### config.mk
export PLATFORM = sky130hd
export DESIGN_NAME = murmur_style_byte_hash_unit
export DESIGN_NICKNAME = d
export VERILOG_FILES = /design/src/design/msbh_pkg.sv /design/src/design/msbh_seq.sv /design/src/design/msbh_dp.sv /design/src/design/murmur_style_byte_hash_unit.sv
export SDC_FILE = /design/constraint.sdc
export NUM_CORES = 1
export LEC_CHECK = 0
export ABC_CLOCK_PERIOD_IN_PS = 13450
export BUFFER_PORTS_ARGS = -buffer_cell sky130_fd_sc_hd__buf_2
export CAP_MARGIN = 0
export CORE_MARGIN = 1
export CORE_UTILIZATION = 60
export CTS_BUF_LIST = sky130_fd_sc_hd__clkbuf_8
export CTS_CLUSTER_SIZE = 28
export DETAILED_ROUTE_END_ITERATION = 8
export PLACE_DENSITY = 0.9
export SLEW_MARGIN = 20
export SYNTH_ARGS = -nofsm -noshare
export SYNTH_HDL_FRONTEND = slang
export SYNTH_SLANG_ARGS = --single-unit
### constraint.sdc
create_clock -name clk -period 13.45 [get_ports clk]
set_input_delay 1.345 -clock clk [delete_from_list [all_inputs] [get_ports clk]]
set_output_delay 1.345 -clock clk [all_outputs]
set_load 0.02 [all_outputs]
### src/design/msbh_pkg.sv
// msbh_pkg: types, constants and microcode program for the byte hash unit
// no dependencies; used by msbh_seq, msbh_dp, the top level and the testbench
package msbh_pkg;

	localparam logic [31:0] MIX_MULT = 32'hc6a4a793;
	localparam int MIX_SHIFT = 24;
	localparam int FIN_SHIFT_A = 13;
	localparam int FIN_SHIFT_B = 15;
	localparam int MAX_KEY_LENGTH_DEF = 65535;

	localparam int APB_AW = 3;
	localparam logic [APB_AW-3:0] REG_SEED = '0;

	localparam int PC_W = 4;

	typedef enum logic [2:0] {
		OPA_LEN,
		OPA_WORD,
		OPA_PART,
		OPA_KSH,
		OPA_HXK,
		OPA_HSH
	} opa_t;

	typedef enum logic [2:0] {
		DST_NONE,
		DST_K,
		DST_H,
		DST_HSEED,
		DST_HXK,
		DST_PART,
		DST_OUT
	} dst_t;

	typedef enum logic [2:0] {
		C_NEVER,
		C_ALWAYS,
		C_LENZ,
		C_POS3,
		C_NLAST,
		C_NOTAIL
	} cond_t;

	typedef struct packed {
		opa_t            opa;
		dst_t            dst;
		cond_t           cond;
		logic [PC_W-1:0] target;
		logic            fin;
	} uword_t;

	typedef struct packed {
		logic load;
		opa_t opa;
		dst_t dst;
	} ctrl_t;

	typedef struct packed {
		logic first;
		logic len_zero;
		logic pos3;
		logic last;
		logic no_tail;
		logic out_busy;
	} stat_t;

	localparam logic [PC_W-1:0] PC_START = 4'd0;
	localparam logic [PC_W-1:0] PC_BYTE  = 4'd1;
	localparam logic [PC_W-1:0] PC_CHK   = 4'd2;
	localparam logic [PC_W-1:0] PC_CHK2  = 4'd3;
	localparam logic [PC_W-1:0] PC_T0    = 4'd4;
	localparam logic [PC_W-1:0] PC_T1    = 4'd5;
	localparam logic [PC_W-1:0] PC_T2    = 4'd6;
	localparam logic [PC_W-1:0] PC_W1    = 4'd7;
	localparam logic [PC_W-1:0] PC_W2    = 4'd8;
	localparam logic [PC_W-1:0] PC_FIN0  = 4'd9;
	localparam logic [PC_W-1:0] PC_FIN1  = 4'd10;

	// jump taken: target, or idle when fin is set; otherwise next step
	function automatic uword_t ucode(input logic [PC_W-1:0] pc);
		uword_t w;
		unique case (pc)
			PC_START: w = '{OPA_LEN,  DST_HSEED, C_LENZ,   PC_FIN0,  1'b0};
			PC_BYTE:  w = '{OPA_WORD, DST_PART,  C_POS3,   PC_W1,    1'b0};
			PC_CHK:   w = '{OPA_LEN,  DST_NONE,  C_NLAST,  PC_START, 1'b1};
			PC_CHK2:  w = '{OPA_LEN,  DST_NONE,  C_NOTAIL, PC_FIN0,  1'b0};
			PC_T0:    w = '{OPA_PART, DST_K,     C_NEVER,  PC_START, 1'b0};
			PC_T1:    w = '{OPA_KSH,  DST_K,     C_NEVER,  PC_START, 1'b0};
			PC_T2:    w = '{OPA_LEN,  DST_HXK,   C_ALWAYS, PC_FIN0,  1'b0};
			PC_W1:    w = '{OPA_KSH,  DST_K,     C_NEVER,  PC_START, 1'b0};
			PC_W2:    w = '{OPA_HXK,  DST_H,     C_ALWAYS, PC_CHK,   1'b0};
			PC_FIN0:  w = '{OPA_HSH,  DST_H,     C_NEVER,  PC_START, 1'b0};
			PC_FIN1:  w = '{OPA_LEN,  DST_OUT,   C_ALWAYS, PC_START, 1'b1};
			default:  w = '{OPA_LEN,  DST_NONE,  C_ALWAYS, PC_START, 1'b1};
		endcase
		return w;
	endfunction

endpackage

### src/design/msbh_seq.sv
// msbh_seq: step counter and microcode sequencer of the byte hash unit
// depends on msbh_pkg
module msbh_seq (
	input  logic           clk,
	input  logic           arst_n,
	input  logic           in_valid,
	output logic           in_ready,
	input  msbh_pkg::stat_t stat,
	output msbh_pkg::ctrl_t ctrl
);

	typedef enum logic [1:0] {
		ST_IDLE = 2'b01,
		ST_RUN  = 2'b10
	} seq_state_t;

	seq_state_t state_q;
	logic [msbh_pkg::PC_W-1:0] pc_q;
	msbh_pkg::uword_t uw;
	logic cond_hit;
	logic stall;
	logic accept;

	assign uw = msbh_pkg::ucode(pc_q);
	assign in_ready = (state_q == ST_IDLE);
	assign accept = in_valid && in_ready;
	assign stall = (uw.dst == msbh_pkg::DST_OUT) && stat.out_busy;

	always_comb begin
		case (uw.cond)
			msbh_pkg::C_NEVER:  cond_hit = 1'b0;
			msbh_pkg::C_ALWAYS: cond_hit = 1'b1;
			msbh_pkg::C_LENZ:   cond_hit = stat.len_zero;
			msbh_pkg::C_POS3:   cond_hit = stat.pos3;
			msbh_pkg::C_NLAST:  cond_hit = !stat.last;
			msbh_pkg::C_NOTAIL: cond_hit = stat.no_tail;
			default:            cond_hit = 1'b0;
		endcase
	end

	always_comb begin
		ctrl.load = accept;
		ctrl.opa = uw.opa;
		ctrl.dst = (state_q == ST_RUN && !stall) ? uw.dst : msbh_pkg::DST_NONE;
	end

	always_ff @(posedge clk or negedge arst_n) begin
		if (!arst_n) begin
			state_q <= ST_IDLE;
			pc_q <= msbh_pkg::PC_START;
		end else begin
			unique case (state_q)
				ST_IDLE: begin
					if (accept) begin
						state_q <= ST_RUN;
						pc_q <= stat.first ? msbh_pkg::PC_START : msbh_pkg::PC_BYTE;
					end
				end
				ST_RUN: begin
					if (!stall) begin
						if (cond_hit) begin
							if (uw.fin) begin
								state_q <= ST_IDLE;
							end else begin
								pc_q <= uw.target;
							end
						end else begin
							pc_q <= pc_q + 1'b1;
						end
					end
				end
				default: state_q <= ST_IDLE;
			endcase
		end
	end

endmodule

### src/design/msbh_dp.sv
// msbh_dp: hash datapath with one shared 32-bit multiplier and the result register
// depends on msbh_pkg; driven by msbh_seq
module msbh_dp #(
	parameter int MAX_KEY_LENGTH = msbh_pkg::MAX_KEY_LENGTH_DEF
) (
	input  logic            clk,
	input  logic            arst_n,
	input  msbh_pkg::ctrl_t ctrl,
	output msbh_pkg::stat_t stat,
	input  logic [31:0]     seed,
	input  logic [7:0]      data_byte,
	input  logic [15:0]     key_length,
	output logic            res_valid,
	input  logic            res_ready,
	output logic [31:0]     hash_value
);

	localparam int LEN_CLOG = $clog2(64'(MAX_KEY_LENGTH) + 64'd1);
	localparam int LEN_W = (LEN_CLOG > 16) ? 16 : ((LEN_CLOG < 2) ? 2 : LEN_CLOG);

	logic [7:0]       byte_q;
	logic [LEN_W-1:0] len_q;
	logic [LEN_W-1:0] count_q;
	logic [23:0]      partial_q;
	logic [31:0]      k_q;
	logic [31:0]      h_q;
	logic             valid_q;
	logic [31:0]      out_q;
	logic [31:0]      mul_in;
	logic [31:0]      prod;
	logic [LEN_W-1:0] len_clamped;
	logic [1:0]       pos;

	assign pos = count_q[1:0];
	assign len_clamped = (32'(key_length) > 32'(MAX_KEY_LENGTH)) ?
		LEN_W'(MAX_KEY_LENGTH) : LEN_W'(key_length);

	always_comb begin
		case (ctrl.opa)
			msbh_pkg::OPA_LEN:  mul_in = 32'(len_q);
			msbh_pkg::OPA_WORD: mul_in = {byte_q, partial_q};
			msbh_pkg::OPA_PART: mul_in = {8'h00, partial_q};
			msbh_pkg::OPA_KSH:  mul_in = k_q ^ (k_q >> msbh_pkg::MIX_SHIFT);
			msbh_pkg::OPA_HXK:  mul_in = h_q ^ k_q;
			msbh_pkg::OPA_HSH:  mul_in = h_q ^ (h_q >> msbh_pkg::FIN_SHIFT_A);
			default:            mul_in = '0;
		endcase
	end

	assign prod = mul_in * msbh_pkg::MIX_MULT;

	always_comb begin
		stat.first = (count_q == '0);
		stat.len_zero = (len_q == '0);
		stat.pos3 = (pos == 2'd3);
		stat.last = (count_q == len_q);
		stat.no_tail = (len_q[1:0] == 2'd0);
		stat.out_busy = valid_q && !res_ready;
	end

	always_ff @(posedge clk) begin
		if (ctrl.load) begin
			byte_q <= data_byte;
		end
		case (ctrl.dst) inside
			msbh_pkg::DST_K, msbh_pkg::DST_PART: k_q <= prod;
			msbh_pkg::DST_OUT: out_q <= h_q ^ (h_q >> msbh_pkg::FIN_SHIFT_B);
			default: ;
		endcase
	end

	always_ff @(posedge clk or negedge arst_n) begin
		if (!arst_n) begin
			len_q <= '0;
			count_q <= '0;
			partial_q <= '0;
			h_q <= '0;
			valid_q <= 1'b0;
		end else begin
			if (ctrl.load && count_q == '0) begin
				len_q <= len_clamped;
				partial_q <= '0;
			end
			case (ctrl.dst)
				msbh_pkg::DST_H:     h_q <= prod;
				msbh_pkg::DST_HSEED: h_q <= seed ^ prod;
				msbh_pkg::DST_HXK:   h_q <= h_q ^ k_q;
				msbh_pkg::DST_PART: begin
					count_q <= count_q + 1'b1;
					case (pos)
						2'd0: partial_q[7:0] <= byte_q;
						2'd1: partial_q[15:8] <= byte_q;
						2'd2: partial_q[23:16] <= byte_q;
						default: partial_q <= '0;
					endcase
				end
				msbh_pkg::DST_OUT: begin
					count_q <= '0;
					partial_q <= '0;
				end
				default: ;
			endcase
			if (ctrl.dst == msbh_pkg::DST_OUT) begin
				valid_q <= 1'b1;
			end else if (res_ready) begin
				valid_q <= 1'b0;
			end
		end
	end

	assign res_valid = valid_q;
	assign hash_value = out_q;

endmodule

### src/design/murmur_style_byte_hash_unit.sv
// murmur_style_byte_hash_unit: top level, stream ports, seed register on an APB port
// depends on msbh_pkg, msbh_seq, msbh_dp
//
// Hashes a key delivered one byte per input word into a 32-bit Murmur-style value.
// key_length is sampled on a key's first word (clamped to MAX_KEY_LENGTH); a length
// of zero yields the empty-key hash of the seed at once, ignoring the data byte.
// The seed is sampled at the start of each key. A microcoded sequencer steps one
// shared 32-bit multiplier, so the input is busy while it runs: a byte that does not
// close a word is absorbed and checked, one that closes a word is also mixed into the
// hash, the first byte of a key is preceded by seeding the hash with the length, and
// the last byte adds finalization, preceded by mixing in a 1 to 3 byte tail if any.
// The empty key runs only the seeding and finalization steps. The finished hash sits
// in an output register, so the next key byte is accepted while it waits; the final
// step waits only if that register is still occupied.
module murmur_style_byte_hash_unit #(
	parameter int MAX_KEY_LENGTH = msbh_pkg::MAX_KEY_LENGTH_DEF
) (
	input  logic                        clk,
	input  logic                        arst_n,
	input  logic                        s_tvalid,
	output logic                        s_tready,
	input  logic [23:0]                 s_tdata,  // data_byte[7:0], key_length[23:8]
	output logic                        m_tvalid,
	input  logic                        m_tready,
	output logic [31:0]                 m_tdata,  // hash_value[31:0]
	input  logic                        psel,
	input  logic                        penable,
	input  logic                        pwrite,
	input  logic [msbh_pkg::APB_AW-1:0] paddr,
	input  logic [31:0]                 pwdata,
	output logic [31:0]                 prdata,
	output logic                        pready
);

	logic [31:0] seed_q;
	msbh_pkg::ctrl_t ctrl;
	msbh_pkg::stat_t stat;

	assign pready = 1'b1;

	always_ff @(posedge clk or negedge arst_n) begin
		if (!arst_n) begin
			seed_q <= '0;
		end else if (psel && penable && pwrite && pready &&
			paddr[msbh_pkg::APB_AW-1:2] == msbh_pkg::REG_SEED) begin
			seed_q <= pwdata;
		end
	end

	assign prdata = (paddr[msbh_pkg::APB_AW-1:2] == msbh_pkg::REG_SEED) ? seed_q : 32'h0;

	msbh_seq u_seq (
		.clk      (clk),
		.arst_n   (arst_n),
		.in_valid (s_tvalid),
		.in_ready (s_tready),
		.stat     (stat),
		.ctrl     (ctrl)
	);

	msbh_dp #(
		.MAX_KEY_LENGTH (MAX_KEY_LENGTH)
	) u_dp (
		.clk        (clk),
		.arst_n     (arst_n),
		.ctrl       (ctrl),
		.stat       (stat),
		.seed       (seed_q),
		.data_byte  (s_tdata[7:0]),
		.key_length (s_tdata[23:8]),
		.res_valid  (m_tvalid),
		.res_ready  (m_tready),
		.hash_value (m_tdata)
	);

endmodule

## Yosys cells after proc, flatten, opt, wreduce, memory -nomap -nowiden

Memory sizes are Yosys's and may differ from the RTL's.
Index checks and enable logic that the tools add are counted.

- Bits in registers: 199
- Bits in read-only memories: 224
- Input port bits: 66
- Output and inout port bits: 67
- Word-level logic and storage cells: 101
- Memories kept: 1

- $add $sub $neg: 2
- Multiply operators: 1
- Eq/ne operators: 28
- Muxes and demuxes: 24
- Bitwise operators: 7
- Reduce and logical (&&, ||, !) cells: 27

Memory list:

| memory | words | bits a word | read ports | clocked after memory_dff | wr ports | RTL line | RTL |
|---|---|---|---|---|---|---|---|
| (name not given) | 16 | 14 | 1 | 0 | 0 | msbh_pkg.sv:82 | `unique case (pc)` |

Operator list:

| operator | number |
|---|---|
| 32-bit one-hot mux with 6 select lines | 1 |
| 32-bit one-hot mux with 3 select lines | 1 |
| 32-bit bitwise XOR | 2 |
| 24-bit one-hot mux with 2 select lines | 1 |
| 8-bit one-hot mux with 2 select lines | 3 |
| 16-bit zero test | 2 |
| 32-bit by 31-bit multiplier with 32-bit output (second input constant) | 1 |
| 32-bit 2-to-1 mux | 1 |
| 16-bit one-hot mux with 2 select lines | 1 |
| 32-bit by 17-bit bitwise XOR with 32-bit output | 1 |
| 32-bit by 19-bit bitwise XOR with 32-bit output | 1 |
| 32-bit by 8-bit bitwise XOR with 32-bit output | 1 |
| 3-bit equality test (second input constant) | 8 |
| 24-bit 2-to-1 mux | 1 |
| 3-bit by 2-bit equality test with 1-bit output (second input constant) | 6 |
| 16-bit by 1-bit adder with 16-bit output (second input constant) | 1 |
| 16-bit equality test | 1 |
| 4-bit 2-to-1 mux | 4 |
| 3-bit by 1-bit equality test with 1-bit output (second input constant) | 3 |
| 1-bit logical AND | 8 |
| 2-bit 2-to-1 mux | 4 |
| 4-bit one-hot mux with 2 select lines | 1 |
| 4-bit AND reduction | 2 |
| 2-bit OR reduction | 4 |
| other kinds (17) | 30 |

## Logic depth before layout (Yosys ltp)

Gate-level depths: netlist of run 1.

- Word-level depth: 10
- Mapped depth: 39
- Mapped depth without buffers: 35

## Cells and area by module

From an unflattened synthesis of run 1, not the netlist that was laid out.

- Cell total of the unflattened synthesis: 1949
- Area, all modules: 20046.7 um^2

Modules (own cells, without submodules):

| module | times used | cells each | area an instance (um^2) | sequential area each (um^2) |
|---|---|---|---|---|
| msbh_dp | 1 | 1757 | 17790.8 | 4389.2 |
| murmur_style_byte_hash_unit | 1 | 105 | 1554.0 | 800.8 |
| msbh_seq | 1 | 87 | 701.9 | 151.4 |

## Worst setup path after synthesis of run 1

Ideal clock, no wire load.

- Path type: reg-to-reg
- Start: reg u_seq.pc_q[1] in the netlist's numbering
- End: reg u_dp.h_q[31]
- Library setup time: 0.076 ns
- Arrival time: 8.789 ns
- Required time: 13.374 ns
- Path slack: 4.585 ns
- Cell stages (with the launch flop): 38
- Path buffers: 5
- Clock period less this slack: 8.865 ns
- Path through: dfrtp_1 buf_2 inv_1 ha_1 buf_2 nor2b_1 a21oi_1 o21ai_1 buf_2 clkbuf_1 nand2_1 and3_1 inv_1 fa_1 ha_1 inv_1 fa_1 inv_1 (+2 left out) fa_1 inv_1 fa_1 fa_1 inv_1 fa_1 inv_1 ha_1 clkbuf_1 and4_1 nand3_1 or3_1 o41a_1 a31o_2 o21ai_0 xnor2_2 mux2_1 o21ai_1

- Elaborated cells on any way between the ends: 20
- Those cells by class: mul (1); eq/ne (9); mux (3); bitwise (1); reduce/logical (5); memory (1)

RTL lines:

| item | RTL line | RTL |
|---|---|---|
| start, declared | msbh_seq.sv:18 | `logic [msbh_pkg::PC_W-1:0] pc_q;` |
| start signal, assigned | msbh_seq.sv:50 | `pc_q <= msbh_pkg::PC_START;` |
| start signal, assigned | msbh_seq.sv:56 | `pc_q <= stat.first ? msbh_pkg::PC_START : msbh_pkg::PC_BYTE;` |
| start signal, assigned | msbh_seq.sv:65 | `pc_q <= uw.target;` |
| memory 16 x 14 bit (*) | -- |  |
| 3-bit equality test (tied with other cells) | msbh_dp.sv:39 | `case (ctrl.opa)` |
| 32-bit one-hot mux with 6 select lines (*) | msbh_dp.sv:39 |  |
| 32-bit by 31-bit multiplier with 32-bit output (*) | msbh_dp.sv:50 | `assign prod = mul_in * msbh_pkg::MIX_MULT;` |
| named net u_dp.prod[31] | msbh_dp.sv:30 | `logic [31:0] prod;` |
| 32-bit bitwise XOR | msbh_dp.sv:86 | `msbh_pkg::DST_HSEED: h_q <= seed ^ prod;` |
| 32-bit one-hot mux with 3 select lines (*) | msbh_dp.sv:84 | `case (ctrl.dst)` |
| end signal, assigned | msbh_dp.sv:85 | `msbh_pkg::DST_H: h_q <= prod;` |
| end signal, assigned | msbh_dp.sv:86 |  |
| end signal, assigned | msbh_dp.sv:87 | `msbh_pkg::DST_HXK: h_q <= h_q ^ k_q;` |
| end, declared | msbh_dp.sv:26 | `logic [31:0] h_q;` |

The timed path passes the listed nets; every way through them passes the cells marked *.
A chain may end at the register's enable or synchronous reset.

## Worst setup path after layout of run 1

- Start: reg u_seq.pc_q[1] in the netlist's numbering
- End: reg u_dp.h_q[29]

Same word-level chain as after synthesis.

==> flow_metrics.py, run 1 <==
metrics = {
    "run_status": {
        "violations": "DRC",
        "status": "finished, violations left",
    },
    "sta": {
        "min_period_over_period_pct": 80.6,
        "rsz0062_at_grt": "false",
        "slew_headroom_pct": 23.0,
        "fin_skew_ns": 0.0199,
        "finalHoldViolCount": 0,
        "tns_ns": 0,
        "tightest_slew_ns": 1.16,
        "hold-worst-slack_ns": 0.529,
        "drv_slew": 0,
        "max_freq_mhz": 92.2,
        "fin_crit_ns": 10.84,
        "finalSetupViolCount": 0,
    },
    "drt": {
        "wire_per_inst_um": 22.3,
        "drt_iter0_drc": 1929,
        "drc": 1,
        "drt_first_pass_iters": 9,
        "postRouteAntennaNets": 0,
        "via_per_inst": 6.21,
        "vias": 15636,
        "wirelength_um": 56100,
    },
    "floorplan": {
        "io_pins": 133,
        "core_area_sq_um": 32500,
        "num_rows": 66,
        "dieArea_sq_um": 33700,
        "die_h_um": 183,
        "dieWidth_um": 183,
        "start_util_pct": 60.9,
    },
    "setup_path": {
        "reg2reg_slack_ns": 2.61,
        "path_common_cell": "inv_1",
        "slowest_stage": "ha_1",
        "reg2regPathDepth": 32,
        "cp_slowest_stage_delay_ns": 0.97,
        "cp_max_fo": 27,
        "reg2reg_from": "u_seq.pc_q[1]",
        "cp.required_ns": 13.91,
        "r2r-end": "u_dp.h_q[29]",
        "crit_path_end_kind": "flop",
        "critPathLaunchType": "flop",
        "path_class": "flop to flop",
        "crit_arrival_ns": 11.30,
    },
    "final_layout": {
        "fillerInstances": 2388,
        "diodes": 0,
        "area.sequential_sq_um": 5340,
        "area_growth_pct": 7.28,
        "layout_common_cells": "inv_1, ha_1, fa_1, buf_2, dfrtp_1",
        "layout-drive-gt1-share_pct": 12.3,
        "nNetsFinal": 2547,
        "final_common_cell": "inv_1",
        "multi_input_area_sq_um": 12700,
    },
    "synth": {
        "synth_compound_area_share_pct": 11.3,
        "synthXorXnorAreaFrac_pct": 7.36,
        "yosys_warnings": 0,
        "synth-edff-count": 72,
        "synth.mux.area_fraction_pct": 3.74,
        "async_flop_share_pct": 63.8,
        "synth_seq_cells": 199,
        "synth-adder-area-share_pct": 32.9,
        "yosysUniqueCellTypes": 81,
        "synth_top_family_by_area": "adder cells",
        "yosysSeqAreaShare_pct": 27.0,
        "synth_flop_cell": "dfrtp_1",
        "synthSimpleGateAreaFrac_pct": 9.09,
        "synth_area_sq_um": 19800,
        "synth_nets": 2455,
        "avgSynthCellArea_sq_um": 10.0,
        "netlist_instances": 1971,
    },
    "hold_path": {
        "hold_start": "u_dp.partial_q[17]",
        "hold_path_depth": 1,
        "whs_endpoint": "u_dp.partial_q[17]",
        "hold_path_class": "flop to flop",
    },
    "clock_network": {
        "hold_buffers": 0,
        "h-tree-depth": 4,
        "cts.clk_slew.worst_paths_ns": 0.11,
        "clk_latency_ns": 0.52,
        "cts_buffers": 17,
        "ctsRootBufferMaster": "clkbuf_8",
        "clock_path_buffers": 2,
        "cts_sinks": 199,
        "cts_tree": "yes",
        "post_cts_buffers": 0,
        "ctsResizeCount": 0,
    },
    "global_route": {
        "grt_pass1_wl_um": 87800,
        "grt_overflow_total": 0,
        "antenna_found_initial": 0,
        "grt_start_max_net_pins": 67,
        "grtUsageTotal_pct": 34.6,
        "grt_pass1_vias": 15830,
    },
    "placed_design": {
        "place_congestion": 0.980,
        "hpwlAfterDp_um": 43900,
        "port_buffers": 129,
    },
    "run": {
        "maxCapViolCount": 0,
    },
}
-- stage by stage --
| step | instance area, sq um | worst slack [ns] | instances | util (%) |
|---|---|---|---|---|
| CTS | 21200 | 2.88 | 2518 | 65.3 |
| finish | 21200 | 2.61 | 2518 | 65.3 |
| floorplan | 19800 | 4.58 | 1971 | - |
| global placement | 20800 | 3.22 | 2486 | 64.0 |
| global route | 21200 | 2.33 | 2518 | 65.3 |
| detailed placement | 20800 | 3.03 | 2486 | 64.0 |
-- worst max-delay path: cells and delay by family (launching register included) --
kind	cells	cell delay, ns
multiplexers	1	0.33
adder cells (fa/ha/maj)	10	5.38
AO/OA/AOI/OAI	5	1.05
flip-flops	1	0.53
AND/OR/NAND/NOR	7	1.96
XOR/XNOR	1	0.31
buffers and inverters	8	1.20
-- Yosys cell counts, types with 11 or more instances --
library cell / count / area, sq um
a211oi_1: 14 / 105
a21oi_1: 60 / 300
a22o_1: 24 / 210
a31oi_1: 15 / 93.8
and3_1: 16 / 100
clkbuf_1: 48 / 180
dfrtp_1: 126 / 3150
edfxtp_1: 72 / 2160
fa_1: 169 / 3380
ha_1: 249 / 3120
inv_1: 368 / 1380
mux2_2: 51 / 574
mux2i_1: 13 / 130
nand2_1: 103 / 387
nand2b_1: 11 / 68.8
nand3_1: 25 / 125
nand4_1: 12 / 75.1
nor2_1: 89 / 334
nor2b_1: 40 / 250
o21a_1: 17 / 128
o21ai_0: 79 / 395
o22ai_1: 12 / 75.1
or2_2: 13 / 81.3
xnor2_1: 108 / 946
xor2_1: 44 / 385
-- worst max-delay path by stage --
stage | end | start
2_1_floorplan | u_dp.h_q[31] | u_seq.pc_q[1]
3_3_place_gp | u_dp.h_q[31] | u_seq.pc_q[1]
3_5_place_dp | u_dp.h_q[29] | u_seq.pc_q[1]
4_1_cts | u_dp.h_q[29] | u_seq.pc_q[1]
5_1_grt | u_dp.h_q[29] | u_seq.pc_q[1]
6_report | u_dp.h_q[29] | u_seq.pc_q[1]
-- logic make-up after synthesis --
group                    count (synthesis)
other                                    1
multiplexers                            66
AND/OR/NAND/NOR                        363
AO/OA/AOI/OAI                          326
buffers and inverters                  440
XOR/XNOR                               158
adder cells (fa/ha/maj)                418
flip-flops                             199
-- metal layers --
metal,vias up,GRT usage (%),share of wire (%)
met1,7612,46.0,38
met4,0,17.1,5.4
met5,-,0,0
met3,224,8.28,12
met2,1035,53.0,45
li1,6765,-,-
-- flip-flops by register name, indices dropped and copies added, names as in the netlist, 8 cells and up --
signal	flops
u_dp.h_q	32
u_dp.len_q	16
u_dp.byte_q	8
seed_q	32
u_dp.k_q	32
u_dp.count_q	16
u_dp.hash_value	32
u_dp.partial_q	24
-- cell type report --
type                       count  share of cell area [%]
inverter                     369                    6.54
tap                          442                    2.61
timing repair buffer         144                    3.59
sequential                   199                    25.2
multi-input combinational   1332                    60.1
clock buffer                  19                    1.23
clock inverter                13                   0.697
Power of run 1 is not shown: default switching activity piles up to over one toggle a cycle in this logic, so the estimate is an artifact.
==> inputs of run 2 (changes only) <==
--- a/config.mk
+++ b/config.mk
@@ -5,15 +5,15 @@
 export SDC_FILE = /design/constraint.sdc
 export NUM_CORES = 1
 export LEC_CHECK = 0
-export ABC_CLOCK_PERIOD_IN_PS = 13450
+export ABC_CLOCK_PERIOD_IN_PS = 9000
 export BUFFER_PORTS_ARGS = -buffer_cell sky130_fd_sc_hd__buf_2
 export CAP_MARGIN = 0
 export CORE_MARGIN = 1
-export CORE_UTILIZATION = 60
+export CORE_UTILIZATION = 58
 export CTS_BUF_LIST = sky130_fd_sc_hd__clkbuf_8
 export CTS_CLUSTER_SIZE = 28
 export DETAILED_ROUTE_END_ITERATION = 8
-export PLACE_DENSITY = 0.9
+export PLACE_DENSITY = 0.91
 export SLEW_MARGIN = 20
 export SYNTH_ARGS = -nofsm -noshare
 export SYNTH_HDL_FRONTEND = slang
==> constraint.sdc (replaced) <==
create_clock -name clk -period 9 [get_ports clk]
set_input_delay 0.9 -clock clk [delete_from_list [all_inputs] [get_ports clk]]
set_output_delay 0.9 -clock clk [all_outputs]
set_load 0.02 [all_outputs]
==> run 2 against run 1 <==
The flow now finishes without violations. Largest cell class unchanged. Global-route usage fell by 0.95 points. Utilization fell by 0.68 points. Fmax rose by 23%. Cell count rose by 2.2%. Via count barely moved.
==> flow_metrics.py, run 2 (synthesis gave the netlist of run 1 again) <==
metrics = {
    "setup_path": {
        "cp_max_fo": 9,
        "r2r-end": "u_dp.h_q[28]",
        "crit_end": "u_dp.h_q[28]",
        "reg2regPathDepth": 32,
        "cp.required_ns": 9.46,
        "critPathLaunchType": "flop",
        "crit_arrival_ns": 9.25,
        "path_class": "flop to flop",
        "cp_slowest_stage_delay_ns": 0.55,
        "path_common_cell": "inv_1",
        "startpoint": "u_seq.pc_q[0]",
        "slowest_stage": "fa_1",
        "reg2reg_slack_ns": 0.21,
        "reg2reg_from": "u_seq.pc_q[0]",
        "crit_path_end_kind": "flop",
    },
    "global_route": {
        "antenna_found_initial": 1,
        "grt_overflow_total": 0,
        "grt_start_max_net_pins": 65,
        "grtUsageTotal_pct": 33.6,
        "grt_pass1_wl_um": 89100,
        "grt_pass1_vias": 15950,
    },
    "clock_network": {
        "cts_sinks": 199,
        "cts_tree": "yes",
        "hold_buffers": 0,
        "cts_buffers": 17,
        "cts.clk_slew.worst_paths_ns": 0.12,
        "clk_latency_ns": 0.51,
        "clock_path_buffers": 2,
        "h-tree-depth": 4,
        "ctsRootBufferMaster": "clkbuf_8",
    },
    "sta": {
        "fin_crit_ns": 8.79,
        "tightest_slew_ns": 1.11,
        "slew_headroom_pct": 25.7,
        "max_freq_mhz": 114,
        "min_period_over_period_pct": 97.7,
        "finalSetupViolCount": 0,
        "finalHoldViolCount": 0,
        "drv_slew": 0,
        "fin_skew_ns": 0.0270,
    },
    "floorplan": {
        "die_h_um": 187,
        "dieArea_sq_um": 34800,
        "core_area_sq_um": 33500,
        "start_util_pct": 58.9,
        "dieWidth_um": 187,
        "io_pins": 133,
        "num_rows": 67,
    },
    "hold_path": {
        "hold_path_class": "input port to async pin",
    },
    "drt": {
        "drc": 0,
        "wirelength_um": 56900,
        "wire_per_inst_um": 22.1,
        "via_per_inst": 6.07,
        "vias": 15622,
        "postRouteAntennaNets": 0,
        "drt_first_pass_iters": 9,
        "drt_iter0_drc": 1711,
    },
    "placed_design": {
        "hpwlAfterDp_um": 45900,
        "port_buffers": 129,
        "dp_cells": 2535,
        "place_congestion": 1.02,
    },
    "final_layout": {
        "nNetsFinal": 2597,
        "fin_cells": 2574,
        "area_growth_pct": 9.69,
        "layout_common_cells": "inv_1, ha_1, fa_1, buf_2, dfrtp_1",
        "final_common_cell": "inv_1",
        "layout-drive-gt1-share_pct": 15.0,
        "final_util_pct": 64.6,
        "diodes": 0,
    },
    "run": {
        "maxCapViolCount": 0,
    },
    "run_status": {
        "status": "complete, no violations",
    },
}
[run 2: cell count changes in the layout (fill, tap and decap cells not counted), moves of 2 or more]
| cell | before | now |
|---|---|---|
| buf_4 | 16 | 63 |
| inv_6 | 6 | 2 |
| dfrtp_1 | 126 | 123 |
| dfrtp_2 | 0 | 3 |
| a211oi_1 | 14 | 12 |
| buf_12 | 0 | 2 |
| clkbuf_8 | 19 | 17 |
| clkinv_4 | 0 | 2 |
[run 2: routing by layer]
layer | share of wire (%) | GRT usage [%] | wire length (um) | vias up
li1 | - | - | - | 6876
met1 | 39 | 45.3 | 22300 | 7616
met2 | 45 | 51.4 | 25300 | 953
met3 | 11 | 7.97 | 6210 | 175
met4 | 5.4 | 15.7 | 3060 | 2
met5 | 0.014 | 0 | 8 | -
[run 2: final cells by class]
class / count / area (sq um)
clock buffers: 17 / 234
clock inverters: 15 / 173
fillers: 2521 / 11900
inverters: 369 / 1390
multi-input cells: 1332 / 12800
flip-flops and latches: 199 / 5350
well taps: 448 / 561
repair buffers: 194 / 1160
[run 2: critical path, delay by kind of cell, from the launching register on]
| kind | cells | cell delay [ns] |
|---|---|---|
| mux | 1 | 0.36 |
| compound gates | 10 | 2.16 |
| simple gates | 3 | 0.90 |
| fa+ha+maj | 10 | 4.31 |
| buf+inv | 8 | 0.60 |
| flops | 1 | 0.44 |
[run 2: what timing repair did]
action,CTS,global route
buffers inserted,0,7
gates resized for setup,0,19
hold endpoints to repair,0,0
endpoints found under the setup margin,0,13
[run 2: per-stage QoR]
step	area, sq um	worst slack (ns)	hold WS (ns)	TNS [ns]
after global placement	21100	0.315	0.491	0
after detailed placement	21100	0.171	0.493	0
final	21700	0.206	0.485	0
after floorplan	19800	0.135	0.423	0
after global routing	21700	-0.00201	0.534	-0.00201
after CTS	21500	0.132	0.493	0
[run 2: how the worst min path moves through the flow]
| stage | startpoint | endpoint | depth (start not counted) |
|---|---|---|---|
| after floorplan | u_dp.h_q[17] | u_dp.hash_value[17] | 0 |
| after CTS | arst_n | u_dp.count_q[15] | 1 |
| after global placement | u_dp.partial_q[14] | u_dp.partial_q[14] | 1 |
| after global routing | arst_n | u_dp.count_q[13] | 1 |
| final | arst_n | u_dp.count_q[15] | 1 |
| after detailed placement | u_dp.partial_q[15] | u_dp.partial_q[15] | 1 |
Power of run 2 is left out for the same reason.
